File: src/sv/wbfe_pkg.sv
// shared types, codes and tables of the breathing frame encoder
package wbfe_pkg;

   localparam int LED_COUNT_DEF = 2;
   localparam int JOB_DEPTH = 4;
   localparam int JOB_PTR_W = $clog2(JOB_DEPTH);
   localparam int JOB_CNT_W = $clog2(JOB_DEPTH + 1);

   localparam logic [1:0] OP_SET_ALL = 2'd0;
   localparam logic [1:0] OP_BREATHE = 2'd1;
   localparam logic [1:0] OP_INIT    = 2'd2;

   localparam logic [1:0] KIND_STATUS = 2'd0;
   localparam logic [1:0] KIND_DATA   = 2'd1;
   localparam logic [1:0] KIND_GAP    = 2'd2;

   localparam logic [1:0] CH_GREEN = 2'd0;
   localparam logic [1:0] CH_RED   = 2'd1;
   localparam logic [1:0] CH_BLUE  = 2'd2;

   localparam logic [1:0] CSR_DUTY_ONE  = 2'd0;
   localparam logic [1:0] CSR_DUTY_ZERO = 2'd1;
   localparam logic [1:0] CSR_INTERVAL  = 2'd2;

   localparam logic [7:0] DUTY_ONE_RST  = 8'd75;
   localparam logic [7:0] DUTY_ZERO_RST = 8'd35;
   localparam logic [15:0] INTERVAL_RST = 16'd40;

   localparam logic [5:0] SINE_MASK = 6'h3F;

   localparam logic [7:0] SINE_LUT [64] = '{
      8'd128, 8'd140, 8'd153, 8'd165, 8'd177, 8'd188, 8'd199, 8'd209,
      8'd218, 8'd226, 8'd234, 8'd240, 8'd245, 8'd250, 8'd253, 8'd254,
      8'd254, 8'd253, 8'd250, 8'd245, 8'd240, 8'd234, 8'd226, 8'd218,
      8'd209, 8'd199, 8'd188, 8'd177, 8'd165, 8'd153, 8'd140, 8'd128,
      8'd128, 8'd116, 8'd103, 8'd91,  8'd79,  8'd68,  8'd57,  8'd47,
      8'd38,  8'd30,  8'd22,  8'd16,  8'd11,  8'd6,   8'd3,   8'd2,
      8'd2,   8'd3,   8'd6,   8'd11,  8'd16,  8'd22,  8'd30,  8'd38,
      8'd47,  8'd57,  8'd68,  8'd79,  8'd91,  8'd103, 8'd116, 8'd128
   };

   typedef enum logic [1:0] {
      ACT_STATUS,
      ACT_SHOW,
      ACT_SET,
      ACT_STEP
   } act_type;

   typedef struct packed {
      logic        frame;
      logic        accepted;
      logic [23:0] color;
   } job_type;

   // c * b / 255 for c, b below 256
   function automatic logic [7:0] scale_255(input logic [7:0] c, input logic [7:0] b);
      logic [15:0] prod;
      logic [16:0] sum;
      prod = c * b;
      sum = {1'b0, prod} + 17'd1 + 17'(prod[15:8]);
      return sum[15:8];
   endfunction

endpackage

File: src/sv/wbfe_front.sv
// front end: accepts items, keeps breathing state, pushes a job per accepted item
module wbfe_front
   import wbfe_pkg::*;
(
   input  logic                 clock,
   input  logic                 reset,
   input  logic                 req_push,
   output logic                 req_full,
   input  logic [1:0]           req_opcode,
   input  logic [7:0]           req_red,
   input  logic [7:0]           req_green,
   input  logic [7:0]           req_blue,
   input  logic [31:0]          req_now_ms,
   input  logic [15:0]          interval,
   input  logic [JOB_CNT_W-1:0] q_count,
   output logic                 job_push,
   output job_type              job_data
);

   logic        breathing_ff, breathing_in;
   logic [5:0]  pos_ff, pos_in;
   logic [31:0] next_ff, next_in;
   logic [23:0] shown_ff, shown_in;

   logic        s1_valid_ff;
   act_type     s1_act_ff, s1_act_in;
   logic        s1_acc_ff, s1_acc_in;
   logic [7:0]  s1_r_ff, s1_g_ff, s1_b_ff;
   logic [7:0]  s1_br_ff, s1_br_in;

   logic        accept;
   logic [31:0] due_sum;
   logic [31:0] step_time;
   logic [5:0]  cur_pos;
   logic [23:0] scaled;
   logic [JOB_CNT_W:0] used;

   assign used = {1'b0, q_count} + (JOB_CNT_W + 1)'(s1_valid_ff);
   assign req_full = used >= (JOB_CNT_W + 1)'(JOB_DEPTH);
   assign accept = req_push && !req_full;
   assign due_sum = req_now_ms + 32'(interval);

   always_comb begin
      breathing_in = breathing_ff;
      pos_in = pos_ff;
      next_in = next_ff;
      s1_act_in = ACT_STATUS;
      s1_acc_in = 1'b0;
      s1_br_in = 8'd0;
      cur_pos = breathing_ff ? pos_ff : 6'd0;
      step_time = breathing_ff ? next_ff : due_sum;
      case (req_opcode)
         OP_INIT: begin
            breathing_in = 1'b0;
            next_in = due_sum;
            s1_act_in = ACT_SHOW;
            s1_acc_in = 1'b1;
         end
         OP_SET_ALL: begin
            if (!breathing_ff) begin
               s1_act_in = ACT_SET;
               s1_acc_in = 1'b1;
            end
         end
         OP_BREATHE: begin
            breathing_in = 1'b1;
            pos_in = cur_pos;
            next_in = step_time;
            s1_acc_in = 1'b1;
            if (req_now_ms >= step_time) begin
               s1_act_in = ACT_STEP;
               s1_br_in = SINE_LUT[cur_pos & SINE_MASK];
               next_in = due_sum;
               pos_in = (cur_pos + 6'd1) & SINE_MASK;
            end
         end
         default: begin
            s1_act_in = ACT_STATUS;
         end
      endcase
   end

   always_ff @(posedge clock) begin
      if (reset) begin
         breathing_ff <= 1'b0;
         pos_ff <= 6'd0;
         next_ff <= 32'd0;
         s1_valid_ff <= 1'b0;
      end else begin
         s1_valid_ff <= accept;
         if (accept) begin
            breathing_ff <= breathing_in;
            pos_ff <= pos_in;
            next_ff <= next_in;
         end
      end
   end

   always_ff @(posedge clock) begin
      if (accept) begin
         s1_act_ff <= s1_act_in;
         s1_acc_ff <= s1_acc_in;
         s1_r_ff <= req_red;
         s1_g_ff <= req_green;
         s1_b_ff <= req_blue;
         s1_br_ff <= s1_br_in;
      end
   end

   assign scaled = {scale_255(s1_r_ff, s1_br_ff), scale_255(s1_g_ff, s1_br_ff),
                    scale_255(s1_b_ff, s1_br_ff)};

   always_comb begin
      shown_in = shown_ff;
      job_data.frame = 1'b0;
      job_data.accepted = s1_acc_ff;
      case (s1_act_ff)
         ACT_SHOW: begin
            job_data.frame = 1'b1;
         end
         ACT_SET: begin
            job_data.frame = 1'b1;
            shown_in = {s1_r_ff, s1_g_ff, s1_b_ff};
         end
         ACT_STEP: begin
            if (scaled != shown_ff) begin
               job_data.frame = 1'b1;
               shown_in = scaled;
            end
         end
         default: begin
            job_data.frame = 1'b0;
         end
      endcase
      job_data.color = shown_in;
   end

   assign job_push = s1_valid_ff;

   always_ff @(posedge clock) begin
      if (reset) begin
         shown_ff <= 24'd0;
      end else if (s1_valid_ff) begin
         shown_ff <= shown_in;
      end
   end

endmodule

File: src/sv/wbfe_queue.sv
// short job queue between front end and frame sequencer
module wbfe_queue
   import wbfe_pkg::*;
(
   input  logic                 clock,
   input  logic                 reset,
   input  logic                 push,
   input  job_type              push_data,
   input  logic                 pop,
   output logic                 head_valid,
   output job_type              head_data,
   output logic [JOB_CNT_W-1:0] count
);

   job_type                entry_ff [JOB_DEPTH];
   logic [JOB_PTR_W-1:0]   wr_ptr_ff, rd_ptr_ff;
   logic [JOB_CNT_W-1:0]   count_ff, count_in;
   logic                   do_pop;

   assign head_valid = count_ff != '0;
   assign head_data = entry_ff[rd_ptr_ff];
   assign count = count_ff;
   assign do_pop = pop && head_valid;

   always_comb begin
      count_in = count_ff;
      if (push && !do_pop) begin
         count_in = count_ff + JOB_CNT_W'(1);
      end else if (!push && do_pop) begin
         count_in = count_ff - JOB_CNT_W'(1);
      end
   end

   always_ff @(posedge clock) begin
      if (reset) begin
         wr_ptr_ff <= '0;
         rd_ptr_ff <= '0;
         count_ff <= '0;
      end else begin
         count_ff <= count_in;
         if (push) begin
            wr_ptr_ff <= wr_ptr_ff + JOB_PTR_W'(1);
         end
         if (do_pop) begin
            rd_ptr_ff <= rd_ptr_ff + JOB_PTR_W'(1);
         end
      end
   end

   always_ff @(posedge clock) begin
      if (push) begin
         entry_ff[wr_ptr_ff] <= push_data;
      end
   end

endmodule

File: src/sv/wbfe_back.sv
// back end: walks a job through its results into the output register
module wbfe_back
   import wbfe_pkg::*;
#(
   parameter int LED_COUNT = LED_COUNT_DEF
) (
   input  logic        clock,
   input  logic        reset,
   input  logic        job_valid,
   input  job_type     job_data,
   output logic        job_pop,
   input  logic [7:0]  duty_one,
   input  logic [7:0]  duty_zero,
   output logic        rsp_empty,
   input  logic        rsp_pop,
   output logic        rsp_accepted,
   output logic [1:0]  rsp_item_kind,
   output logic [3:0]  rsp_led_index,
   output logic [1:0]  rsp_channel,
   output logic [7:0]  rsp_data_byte,
   output logic [63:0] rsp_duty_codes,
   output logic        rsp_last
);

   logic [3:0]  led_ff, led_in;
   logic [1:0]  ch_ff, ch_in;
   logic        gap_ff, gap_in;
   logic        out_valid_ff;
   logic        load;

   logic        acc_in, last_in;
   logic [1:0]  kind_in;
   logic [7:0]  byte_in;
   logic [63:0] codes_in;

   assign load = job_valid && (!out_valid_ff || rsp_pop);
   assign rsp_empty = !out_valid_ff;

   always_comb begin
      case (ch_ff)
         CH_GREEN: byte_in = job_data.color[15:8];
         CH_RED:   byte_in = job_data.color[23:16];
         default:  byte_in = job_data.color[7:0];
      endcase
      for (int b = 0; b < 8; b++) begin
         codes_in[8*b +: 8] = byte_in[b] ? duty_one : duty_zero;
      end
   end

   always_comb begin
      led_in = led_ff;
      ch_in = ch_ff;
      gap_in = gap_ff;
      job_pop = 1'b0;
      acc_in = job_data.accepted;
      kind_in = KIND_STATUS;
      last_in = 1'b1;
      if (!job_data.frame) begin
         job_pop = load;
      end else if (gap_ff) begin
         kind_in = KIND_GAP;
         job_pop = load;
         led_in = 4'd0;
         ch_in = CH_GREEN;
         gap_in = 1'b0;
      end else begin
         kind_in = KIND_DATA;
         last_in = 1'b0;
         if (ch_ff == CH_BLUE) begin
            ch_in = CH_GREEN;
            if (led_ff == 4'(LED_COUNT - 1)) begin
               gap_in = 1'b1;
            end else begin
               led_in = led_ff + 4'd1;
            end
         end else begin
            ch_in = ch_ff + 2'd1;
         end
      end
   end

   always_ff @(posedge clock) begin
      if (reset) begin
         led_ff <= 4'd0;
         ch_ff <= CH_GREEN;
         gap_ff <= 1'b0;
         out_valid_ff <= 1'b0;
      end else begin
         if (load) begin
            led_ff <= led_in;
            ch_ff <= ch_in;
            gap_ff <= gap_in;
            out_valid_ff <= 1'b1;
         end else if (rsp_pop) begin
            out_valid_ff <= 1'b0;
         end
      end
   end

   always_ff @(posedge clock) begin
      if (load) begin
         rsp_accepted <= acc_in;
         rsp_item_kind <= kind_in;
         rsp_last <= last_in;
         if (kind_in == KIND_DATA) begin
            rsp_led_index <= led_ff;
            rsp_channel <= ch_ff;
            rsp_data_byte <= byte_in;
            rsp_duty_codes <= codes_in;
         end else begin
            rsp_led_index <= 4'd0;
            rsp_channel <= CH_GREEN;
            rsp_data_byte <= 8'd0;
            rsp_duty_codes <= 64'd0;
         end
      end
   end

endmodule

File: src/sv/ws2812_breathing_frame_encoder.sv
// top level of the ws2812 breathing frame encoder
//
// channel  direction  handshake            payload
// req      in         push / full          opcode, red, green, blue, now_ms
// rsp      out        empty / pop          accepted, item_kind, led_index, channel,
//                                          data_byte, duty_codes, last
// csr      in         csr_valid/csr_ready  csr_index, csr_data
//
// an accepted item is registered in the front end stage and pushed into the job queue from there
// the sequencer gives one result per cycle while rsp is popped: LED_COUNT*3+1 results per frame, one per status item
// sustained rate is set by the sequencer, which takes a new job only after the last result of the one before
// full rises when the four-entry job queue plus the item in flight fill it
// reset clears state and queue; csr_ready is always high
module ws2812_breathing_frame_encoder
   import wbfe_pkg::*;
#(
   parameter int LED_COUNT = LED_COUNT_DEF
) (
   input  logic        clock,
   input  logic        reset,
   input  logic        req_push,
   output logic        req_full,
   input  logic [1:0]  req_opcode,
   input  logic [7:0]  req_red,
   input  logic [7:0]  req_green,
   input  logic [7:0]  req_blue,
   input  logic [31:0] req_now_ms,
   output logic        rsp_empty,
   input  logic        rsp_pop,
   output logic        rsp_accepted,
   output logic [1:0]  rsp_item_kind,
   output logic [3:0]  rsp_led_index,
   output logic [1:0]  rsp_channel,
   output logic [7:0]  rsp_data_byte,
   output logic [63:0] rsp_duty_codes,
   output logic        rsp_last,
   input  logic        csr_valid,
   output logic        csr_ready,
   input  logic [1:0]  csr_index,
   input  logic [15:0] csr_data
);

   logic [7:0]           duty_one_ff, duty_zero_ff;
   logic [15:0]          interval_ff;
   logic                 job_push, job_pop, head_valid;
   job_type              job_in, head_job;
   logic [JOB_CNT_W-1:0] q_count;

   assign csr_ready = 1'b1;

   always_ff @(posedge clock) begin
      if (reset) begin
         duty_one_ff <= DUTY_ONE_RST;
         duty_zero_ff <= DUTY_ZERO_RST;
         interval_ff <= INTERVAL_RST;
      end else if (csr_valid) begin
         case (csr_index)
            CSR_DUTY_ONE:  duty_one_ff <= csr_data[7:0];
            CSR_DUTY_ZERO: duty_zero_ff <= csr_data[7:0];
            CSR_INTERVAL:  interval_ff <= csr_data;
            default: begin
            end
         endcase
      end
   end

   wbfe_front u_front (
      .clock      (clock),
      .reset      (reset),
      .req_push   (req_push),
      .req_full   (req_full),
      .req_opcode (req_opcode),
      .req_red    (req_red),
      .req_green  (req_green),
      .req_blue   (req_blue),
      .req_now_ms (req_now_ms),
      .interval   (interval_ff),
      .q_count    (q_count),
      .job_push   (job_push),
      .job_data   (job_in)
   );

   wbfe_queue u_queue (
      .clock      (clock),
      .reset      (reset),
      .push       (job_push),
      .push_data  (job_in),
      .pop        (job_pop),
      .head_valid (head_valid),
      .head_data  (head_job),
      .count      (q_count)
   );

   wbfe_back #(
      .LED_COUNT (LED_COUNT)
   ) u_back (
      .clock          (clock),
      .reset          (reset),
      .job_valid      (head_valid),
      .job_data       (head_job),
      .job_pop        (job_pop),
      .duty_one       (duty_one_ff),
      .duty_zero      (duty_zero_ff),
      .rsp_empty      (rsp_empty),
      .rsp_pop        (rsp_pop),
      .rsp_accepted   (rsp_accepted),
      .rsp_item_kind  (rsp_item_kind),
      .rsp_led_index  (rsp_led_index),
      .rsp_channel    (rsp_channel),
      .rsp_data_byte  (rsp_data_byte),
      .rsp_duty_codes (rsp_duty_codes),
      .rsp_last       (rsp_last)
   );

endmodule
File: config.mk
export PLATFORM = sky130hd
export DESIGN_NAME = ws2812_breathing_frame_encoder
export DESIGN_NICKNAME = d
export VERILOG_FILES = /design/src/sv/wbfe_pkg.sv /design/src/sv/wbfe_front.sv /design/src/sv/wbfe_queue.sv /design/src/sv/wbfe_back.sv /design/src/sv/ws2812_breathing_frame_encoder.sv
export SDC_FILE = /design/constraint.sdc
export NUM_CORES = 1
export LEC_CHECK = 0
export ABC_AREA = 0
export CORE_UTILIZATION = 30
export CTS_BUF_LIST = sky130_fd_sc_hd__clkbuf_4 sky130_fd_sc_hd__clkbuf_8
export DETAILED_ROUTE_END_ITERATION = 16
export DONT_BUFFER_PORTS = 1
export SLEW_MARGIN = 0
export SYNTH_ARGS = -nofsm -noshare
export SYNTH_HDL_FRONTEND = slang
export SYNTH_HIERARCHICAL = 1
export SYNTH_SLANG_ARGS = --single-unit
File: constraint.sdc
create_clock -name clock -period 18.35 [get_ports clock]
set_input_delay 3.67 -clock clock [delete_from_list [all_inputs] [get_ports clock]]
set_output_delay 3.67 -clock clock [all_outputs]
set_load 0.02 [all_outputs]
# Yosys cells after proc, flatten, opt, wreduce, memory -nomap -nowiden
# Memory sizes are Yosys's and may differ from the RTL's. A register that Yosys moved wholly into a read port is not among the register bits.
# Index checks and enable logic that the tools add are counted.
[word_totals]
ff_bits = 220
ram_bits = 104
mem_bits_ro = 512
output_inout_bits = 85
mem_count = 2
[mem_list]
columns = ["memory", "words", "width", "read_ports", "rd_clocked_by_memory_dff", "wr", "line", "source"]
rows = [
  ["(no name shown)", 64, 8, 1, 1, 0, "wbfe_front.sv:72", "s1_br_in = SINE_LUT[cur_pos & SINE_MASK];"],
  ["u_queue.entry_ff", 4, 26, 1, 1, 1, "wbfe_queue.sv:15", "job_type entry_ff [JOB_DEPTH];"],
]
[op_classes]
addsub = 15
mul = 3
magnitude_cmp = 2
n_eq_ne = 13
n_mux = 45
n_bitwise = 1
n_reduce_logical = 29
[ops]
columns = ["cell", "n"]
rows = [
  ["$mux W32", 2],
  ["$mux W8", 8],
  ["$pmux W32 S2", 1],
  ["$add A16 B1 Y16 const B", 3],
  ["$add A16 B8 Y16", 3],
  ["$mul A8 B8 Y16", 3],
  ["$pmux W24 S2", 1],
  ["$add A32 B16 Y32", 1],
  ["$ge A32 B32 Y1", 1],
  ["$mux W24", 1],
  ["$ne A24 B24 Y1", 1],
  ["$mux W2", 8],
  ["$pmux W8 S2", 1],
  ["$reduce_and A2 Y1", 7],
  ["$mux W1", 12],
  ["$mux W4", 3],
  ["$mux W6", 2],
  ["$eq A2 B1 Y1 const B", 5],
  ["$eq A2 B2 Y1 const B", 5],
  ["$reduce_bool A2 Y1", 4],
  ["$not A6 Y7", 1],
  ["$add A2 B1 Y2 const B", 3],
  ["$add A6 B1 Y6 const B", 1],
  ["$logic_not A2 Y1", 3],
  ["16 further kinds", 28],
]

# Depth between registers and ports, before layout
# Gate-level depths: netlist of run 1.
[depth]
ltp_word = 9
depth_mapped = 34
mapped_depth_nobuf = 30

# Hierarchy
# The synthesis of run 1 kept the hierarchy.
[modules_own_cells]
columns = ["module", "instances", "cells_per_inst", "area_per_inst_um2", "seq_area_each_um2"]
rows = [
  ["wbfe_front", 1, 1855, 15434.8, 2332.2],
  ["wbfe_queue", 1, 179, 4229.1, 3303.2],
  ["wbfe_back", 1, 268, 3955.0, 2622.5],
  ["ws2812_breathing_frame_encoder", 1, 134, 1365.1, 640.6],
]

# Least setup slack after synthesis of run 1
# No wires, ideal clock.
[synth_timing]
path_type = "input -> register"
startpoint = "input req_now_ms[0]"
endpoint = "register u_front.s1_act_ff[0], data pin"
setup_time_ns = 0.268
t_arrival_ns = 8.741
required_ns = 18.082
setup_slack_ns = 9.341
stages = 25
n_path_buf = 1
path_cell_list = "ha_1 > fa_1 > a21o_1 > a21oi_1 > o21bai_1 > a21oi_1 > o21bai_1 > a21oi_1 > o21bai_1 > a2111o_1 > a311oi_1 > nor3_1 > xor2_1 > mux2i_1 > ha_1 > nor2b_1 > o21ai_0 > nand2b_1 > a2111oi_0 > o2111ai_1 > o21bai_1 > and2_1 > clkbuf_1 > nand2_1 > mux2i_1"
[synth_between]
elab_chain_len = 5
[synth_lines]
columns = ["item", "line", "source"]
rows = [
  ["start, declared", "ws2812_breathing_frame_encoder.sv:27", "input logic [31:0] req_now_ms,"],
  ["$add A32 B16 Y32", "wbfe_front.sv:41", "assign due_sum = req_now_ms + 32'(interval);"],
  ["$mux W32", "wbfe_front.sv:51", "step_time = breathing_ff ? next_ff : due_sum;"],
  ["$ge A32 B32 Y1 (*)", "wbfe_front.sv:70", "if (req_now_ms >= step_time) begin"],
  ["$mux W2 (*)", "wbfe_front.sv:70", ""],
  ["$pmux W2 S3 (*)", "wbfe_front.sv:52", "case (req_opcode)"],
  ["net u_front.s1_act_in[0]", "wbfe_front.sv:26", "act_type s1_act_ff, s1_act_in;"],
  ["end signal, assigned", "wbfe_front.sv:101", "s1_act_ff <= s1_act_in;"],
  ["end, declared", "wbfe_front.sv:26", ""],
]
# The timed path passes the listed nets; every way through them passes the cells marked *.
# A chain may end at the register's enable or synchronous reset.

==> run_results.csv, run 1 <==
group,metric,value,unit
run_status,outcome,"complete, no violations",
synth,async_reset_ff_share,0,%
routing,wl_met2,27800,um
clock_network,cts-root-buf,"clkbuf_8",
placed_design,dp_hpwl,44300,um
cells_and_area,fin_nets,2802,
timing,relSlewSlack,29.5,%
floorplanning,io_pins,166,
timing,maxSlewViolCount,0,
routing,wire_per_inst,17.4,um
critical_path,crit_required,18830,ps
clock_network,post_cts_buffers,0,
clock_network,cts_made_buffers,60,
floorplanning,die_h,291,um
clock_network,cts_tree,"yes",
placed_design,place_congestion,0.859,
placed_design,port_buffers,0,
timing,timing.fmax,104,MHz
cells_and_area,drive_above_1_share,8.07,%
grt,grt_max_degree,135,
critical_path,start_kind,"register",
synth,synth.yosys.seq_area_share,35.6,%
synth,yosys_warnings,6,
timing,hold_viol_final,0,
routing,drt-met1-wl,28900,um
clock_network,path_clk_slew,60,ps
timing,clock_skew,43.5,ps
cells_and_area,stdcell_area,0.0273,sq mm
critical_path,slowest_stage,"a31o_1",
clock_network,post_cts_resize_count,0,
clock_network,clock_path_buffers,3,
grt,grt_pass1_vias,17200,
routing,drt_iter0_drc,1191,
placed_design,dp_cells,3423,
grt,antenna_found_initial,2,
grt,grt_overflow,0,
clock_network,cts_hold_buf,0,
critical_path,worst_setup_path_end_kind,"register",
routing,vias_per_cell,5.05,
timing,worstMarginPinSlew,1060,ps
routing,drc_errors,0,
timing,finalCritPeriodShare,52.4,%
flow_run,max_cap_violations,0,
floorplanning,die_x,291,um
placed_design,place_area,0.0260,sq mm
critical_path,crit_type,"reg -> reg",
critical_path,r2r_slack,8740,ps
synth,synth-edff-count,221,
floorplanning,fp-row-count,105,
routing,wl_met3,3170,um
timing,grt_setup_unrepaired,"no",
floorplanning,die_area,0.0844,sq mm
routing,dr.pass1.iters,5,
synth,syn-cell-area,0.0250,sq mm
floorplanning,start_util,30.4,%
cells_and_area,area_growth,9.45,%
cells_and_area,mostFrequentLayoutCell,"nand2_1",
grt,grt_use_total,14.3,%
routing,vias,17900,
routing,highest_layer,"met4",
grt,grt_pass1_wl,97600,um
synth,ys_types,105,
critical_path,crit_top_cell,"inv_1",
critical_path,slowest_delay,790,ps
timing,setup_viol,0,
cells_and_area,final_core_util,33.2,%
clock_network,cts_num_sinks,334,
synth,synth_fp_nets,2823,
clock_network,h-tree-depth,2,
cells_and_area,final_cells,3540,
synth,avgSynthCellArea,10.3,sq um
timing,finalCriticalPeriod,9610,ps
timing,tns,0,ps
synth,ys_ff_latch,334,
cells_and_area,layout_common_cells,"228 x nand2_1, 221 x edfxtp_1, 196 x inv_1, 196 x ha_1, 165 x and2_1",
floorplanning,core_area,0.0822,sq mm
synth,synth_ff_type,"edfxtp_1",
synth,syn_inst,2436,
routing,routed_wl,61500,um
hold_path,hold_class,"reg -> reg",
critical_path,worst_ep_arrival_time,10090,ps
clock_network,insertion_delay,700,ps
routing,drtAntennaViolNets,0,
critical_path,crit_fanout,24,
-- logic make-up (layout without fill, tap and decap cells) --
kind of cell	Yosys count	after routing	share of synthesized area (%)
simple gates	781	781	15.9
compound gates	399	399	11.1
flops	334	334	35.6
fa+ha+maj	310	310	18.8
buf+inv	310	341	5.28
mux	191	191	9.13
xor+xnor	110	110	4.15
other cells	1	4	0.0150
-- cell usage after synthesis (6+ instances only) --
| cell type | n | area (sq um) |
|---|---|---|
| a2111oi_0 | 8 | 70.1 |
| a211oi_1 | 23 | 173 |
| a21o_1 | 36 | 270 |
| a21oi_1 | 123 | 616 |
| a22oi_1 | 8 | 60.1 |
| a311oi_1 | 28 | 245 |
| a31o_2 | 6 | 52.6 |
| a31oi_1 | 19 | 119 |
| and2_1 | 166 | 1040 |
| and3_1 | 19 | 119 |
| buf_2 | 16 | 80.1 |
| buf_6 | 12 | 135 |
| clkbuf_1 | 73 | 274 |
| dfxtp_1 | 113 | 2260 |
| edfxtp_1 | 221 | 6640 |
| fa_1 | 110 | 2200 |
| ha_1 | 196 | 2450 |
| inv_1 | 197 | 739 |
| mux2_1 | 10 | 113 |
| mux2i_1 | 150 | 1500 |
| mux4_1 | 6 | 158 |
| mux4_2 | 20 | 450 |
| nand2_1 | 228 | 856 |
| nand2b_1 | 56 | 350 |
| nand3_1 | 29 | 145 |
| nand4_1 | 15 | 93.8 |
| nor2_1 | 157 | 589 |
| nor2b_1 | 6 | 37.5 |
| nor3_1 | 36 | 180 |
| nor3b_1 | 11 | 82.6 |
| nor4_1 | 7 | 43.8 |
| o211ai_1 | 14 | 105 |
| o21ai_0 | 40 | 200 |
| o21ai_1 | 6 | 30.0 |
| o21bai_1 | 10 | 75.1 |
| or3_1 | 13 | 81.3 |
| xnor2_1 | 65 | 569 |
| xor2_1 | 39 | 342 |
-- final timing paths --
kind              depth (start not counted)                 endpoint                 from
setup / recovery                         27  u_queue/entry_ff[1][10]  u_front/s1_br_ff[4]
hold / removal                            2       u_front/next_ff[5]   u_front/next_ff[5]
setup reg to reg                         27  u_queue/entry_ff[1][10]  u_front/s1_br_ff[4]
hold reg to reg                           2       u_front/next_ff[5]   u_front/next_ff[5]
-- sequential cells by signal, summed over array words and instances, names as in the netlist, 2 cells and up, named ones only --
| name | cells |
|---|---|
| duty_one_ff | 8 |
| u_front/s1_act_ff | 2 |
| u_front/s1_r_ff | 8 |
| u_front/next_ff | 32 |
| u_queue/count | 3 |
| u_front/shown_ff | 24 |
| u_back/led_ff | 4 |
| u_front/pos_ff | 6 |
| u_back/rsp_data_byte | 8 |
| u_queue/wr_ptr_ff | 2 |
| u_queue/entry_ff | 104 |
| u_back/ch_ff | 2 |
| u_front/s1_b_ff | 8 |
| interval_ff | 16 |
| u_back/rsp_channel | 2 |
| u_queue/rd_ptr_ff | 2 |
| u_front/s1_g_ff | 8 |
| duty_zero_ff | 8 |
| u_front/s1_br_ff | 8 |
| u_back/rsp_duty_codes | 64 |
| u_back/rsp_item_kind | 2 |
| u_back/rsp_led_index | 4 |
-- per-layer routing --
layer  global-route usage (%)  up-vias
met1                     19.7     8733
met2                     22.5      454
met4                     4.63        0
li1                         -     8608
met5                        0        -
met3                     2.57       85
-- per-stage QoR --
| step | setup WS, ps | hold slack (ps) |
|---|---|---|
| after CTS | 8770 | 451 |
| after global placement | 8890 | 436 |
| after floorplan | 9340 | 433 |
| after detailed placement | 8850 | 444 |
| final | 8740 | 452 |
| after global routing | 8000 | 473 |
-- critical path: cells and delay by family (launching register included) --
family	cells	cell delay [ps]
AOI/OAI and AO/OA	9	2960
adders and majority gates	6	2790
and+or+nand+nor	5	1570
DFF	1	760
xor gates and xnor gates	1	450
buffers and inverters	5	440
muxes	1	410
-- layout make-up --
class                      instances  area, sq um
multi-input combinational       1792        14800
tap                             1070         1340
inverter                         201          754
fill                            8362        54900
sequential                       334         8900
antenna                            3         7.51
clock inverter                    27          308
clock buffer                      87         1070
timing repair buffer              26          195
Power of run 1 is left out: the tool's default activity adds up to more than one toggle a clock period on the data nets, which glitch-free logic cannot reach.
==> run 2: changes to the inputs <==
--- a/config.mk
+++ b/config.mk
@@ -5,7 +5,7 @@
 export SDC_FILE = /design/constraint.sdc
 export NUM_CORES = 1
 export LEC_CHECK = 0
-export ABC_AREA = 0
+export ABC_AREA = 1
 export CORE_UTILIZATION = 30
 export CTS_BUF_LIST = sky130_fd_sc_hd__clkbuf_4 sky130_fd_sc_hd__clkbuf_8
 export DETAILED_ROUTE_END_ITERATION = 16
==> constraint.sdc (replaced) <==
create_clock -name clock -period 8.9 [get_ports clock]
set_input_delay 1.78 -clock clock [delete_from_list [all_inputs] [get_ports clock]]
set_output_delay 1.78 -clock clock [all_outputs]
set_load 0.02 [all_outputs]
==> run 2 against run 1 <==
  * Worst setup slack lost 6900 ps
  * Area after synthesis grew 6.1%
  * Utilization shrank 0.49 points
  * Synthesized cell count grew 47%
  * Register-to-register slack lost 6900 ps
  * Sequential share of layout area shrank 1.4 points
  * Non-clock buffer count shrank 6
  * Global-route usage grew 0.85 points
  * Wire length grew 11%
  * Clock skew grew 11 ps
==> run_results.csv, run 2 <==
group,metric,value,unit
critical_path,r2r_slack,1880,ps
critical_path,crit_fanout,24,
synth,synth-edff-count,221,
synth,synth_top_family_by_area,"simple AND/OR/NAND/NOR gates",
placed_design,dp_hpwl,49700,um
critical_path,slowest_delay,980,ps
routing,drtAntennaViolNets,0,
floorplanning,die_x,299,um
grt,grt_max_degree,85,
synth,synth.yosys.seq_area_share,33.6,%
timing,finalCriticalPeriod,7020,ps
routing,wire_per_inst,14.4,um
cells_and_area,final_cells,4714,
run_status,outcome,"complete, no violations",
floorplanning,die_area,0.0896,sq mm
critical_path,rr_worst_depth,32,
timing,grt_setup_unrepaired,"no",
critical_path,worst_ep_arrival_time,7380,ps
cells_and_area,largest_reg_flops,104,
critical_path,crit_top_cell,"nand2_1",
grt,grt_use_total,15.1,%
clock_network,h-tree-depth,2,
grt,grt_overflow,0,
synth,synth_fp_nets,3958,
critical_path,startpoint,"u_front/s1_br_ff[7]",
synth,synth.most_common_cell,"nand2_1",
cells_and_area,reg.largest.list,"u_queue/entry_ff: 104 flops, u_back/rsp_duty_codes: 64 flops, u_front/next_ff: 32 flops",
synth,muxShareOfSynthArea,0.0377,%
critical_path,start_kind,"register",
floorplanning,start_util,30.4,%
grt,grt_pass1_vias,21500,
routing,routed_wl,68100,um
synth,synthXorXnorAreaFrac,1.67,%
critical_path,crit_required,9260,ps
synth,synth.largest_area_cell,"edfxtp_1",
synth,syn-cell-area,0.0265,sq mm
routing,drt-met1-wl,28700,um
clock_network,path_clk_slew,60,ps
timing,clock_skew,54.5,ps
synth,ys_ff_latch,334,
clock_network,cts_made_buffers,55,
routing,wl_met2,34100,um
critical_path,slowest_stage,"edfxtp_1",
synth,synthTopCellsByCount,"1,036 x nand2_1, 605 x inv_1, 343 x nor2_1, 221 x edfxtp_1, 204 x nand3_1",
cells_and_area,layout_common_cells,"1,036 x nand2_1, 605 x inv_1, 342 x nor2_1",
synth,synthAdderAreaFrac,17.6,%
routing,drc_errors,0,
timing,setup_viol,0,
timing,timing.fmax,142,MHz
synth,async_reset_ff_share,0,%
synth,synth_area_leaders,"edfxtp_1 25%, nand2_1 15%, ha_1 9.2%, inv_1 8.6%, dfxtp_1 8.5%",
critical_path,r2r_end,"u_queue/entry_ff[1][25]",
placed_design,dp_cells,4610,
synth,yosys.area_share.simple,27.1,%
floorplanning,io_pins,166,
clock_network,cts_tree,"yes",
synth,yosysTopAreaCellShare,25.0,%
clock_network,insertion_delay,680,ps
timing,tns,0,ps
floorplanning,fp-row-count,108,
floorplanning,die_h,299,um
routing,vias_per_cell,4.64,
synth,synth_ff_type,"edfxtp_1",
timing,maxSlewViolCount,0,
clock_network,post_cts_buffers,0,
synth,yosys_warnings,6,
timing,hold_viol_final,0,
timing,finalCritPeriodShare,78.9,%
floorplanning,core_area,0.0872,sq mm
hold_path,hold_class,"reg -> reg",
placed_design,port_buffers,0,
timing,relSlewSlack,25.4,%
grt,antenna_found_initial,2,
timing,worstMarginPinSlew,1120,ps
critical_path,worst_setup_path_end_kind,"register",
flow_run,max_cap_violations,0,
clock_network,clock_path_buffers,3,
critical_path,cp-endpoint,"u_queue/entry_ff[1][25]",
synth,synth_compound_area_share,8.56,%
placed_design,place_congestion,0.872,
critical_path,crit_type,"reg -> reg",
cells_and_area,area_growth,7.67,%
clock_network,cts-root-buf,"clkbuf_8",
cells_and_area,fin_nets,3899,
critical_path,r2r_start,"u_front/s1_br_ff[7]",
clock_network,cts_hold_buf,0,
grt,grt_pass1_wl,111000,um
routing,dr.pass1.iters,5,
clock_network,post_cts_resize_count,0,
routing,wl_met3,3460,um
clock_network,cts_num_sinks,334,
cells_and_area,regMostFlops,"u_queue/entry_ff",
cells_and_area,drive_above_1_share,5.62,%
synth,ys_types,58,
synth,avgSynthCellArea,7.43,sq um
routing,drt_iter0_drc,1323,
routing,vias,21900,
synth,syn_inst,3571,
routing,highest_layer,"met5",
cells_and_area,mostFrequentLayoutCell,"nand2_1",
## run 2: changes by cell type after synthesis, sizes merged, moves of 32 or more
cell and delta:
nand2 +825, a21o -34, mux2i -149, nand2b -57, inv +414, o21ai +102, nand3 +187, and2 -164
a21oi +44, nand4 +32, xnor2 -55, nor2 +212
## run 2: metal layers
layer  GRT usage, %  up-vias
met1           17.9    10200
met4           4.85        2
li1               -    11200
met2           27.5      417
met3           2.54      101
met5              0        -
## run 2: logic make-up (layout without fill, tap and decap cells)
logic type / Yosys count / after routing
AO/OA/AOI/OAI: 407 / 407
XOR/XNOR: 48 / 48
adder cells (fa/ha/maj): 306 / 306
buffers and inverters: 752 / 739
flip-flops: 334 / 334
multiplexers: 1 / 1
other: 1 / 2
AND/OR/NAND/NOR: 1722 / 1722
## run 2: worst max-delay path: cells and delay by family, from the launching register on
family,cells,cell delay (ps)
fa+ha+maj,6,2820
simple gates,16,1760
flops,1,980
compound gates,4,590
buf+inv,5,330
xor+xnor,1,240
## run 2: layout make-up
class                      count  area, sq um
antenna                        1         2.50
clock buffer                  82          991
clock inverter                21          159
fill                        9236        58600
inverter                     616         2310
multi-input combinational   2485        14600
sequential                   334         8900
tap                         1155         1450
timing repair buffer          20          150
## run 2: how the worst min path moves through the flow
stage	startpoint	end	slack, ps	cells after the start
2_1_floorplan	duty_one_ff[0]	duty_one_ff[0]	430	2
3_3_place_gp	duty_one_ff[6]	duty_one_ff[6]	440	2
3_5_place_dp	duty_one_ff[6]	duty_one_ff[6]	440	2
4_1_cts	u_front/next_ff[9]	u_front/next_ff[9]	460	2
5_1_grt	u_front/next_ff[20]	u_front/next_ff[20]	470	2
6_report	u_front/next_ff[26]	u_front/next_ff[26]	460	2
## run 2: metrics by stage
stage | hold slack, ps | utilization (%) | setup slack [ps] | cell area (sq um)
finish | 458 | 32.8 | 1880 | 28600
global route | 474 | 32.8 | 1240 | 28600
CTS | 457 | 32.8 | 1880 | 28600
detailed placement | 444 | 31.4 | 1710 | 27400
global placement | 442 | 31.4 | 1850 | 27400
floorplan | 429 | - | 1990 | 26500
Power of run 2 is left out for the same reason.
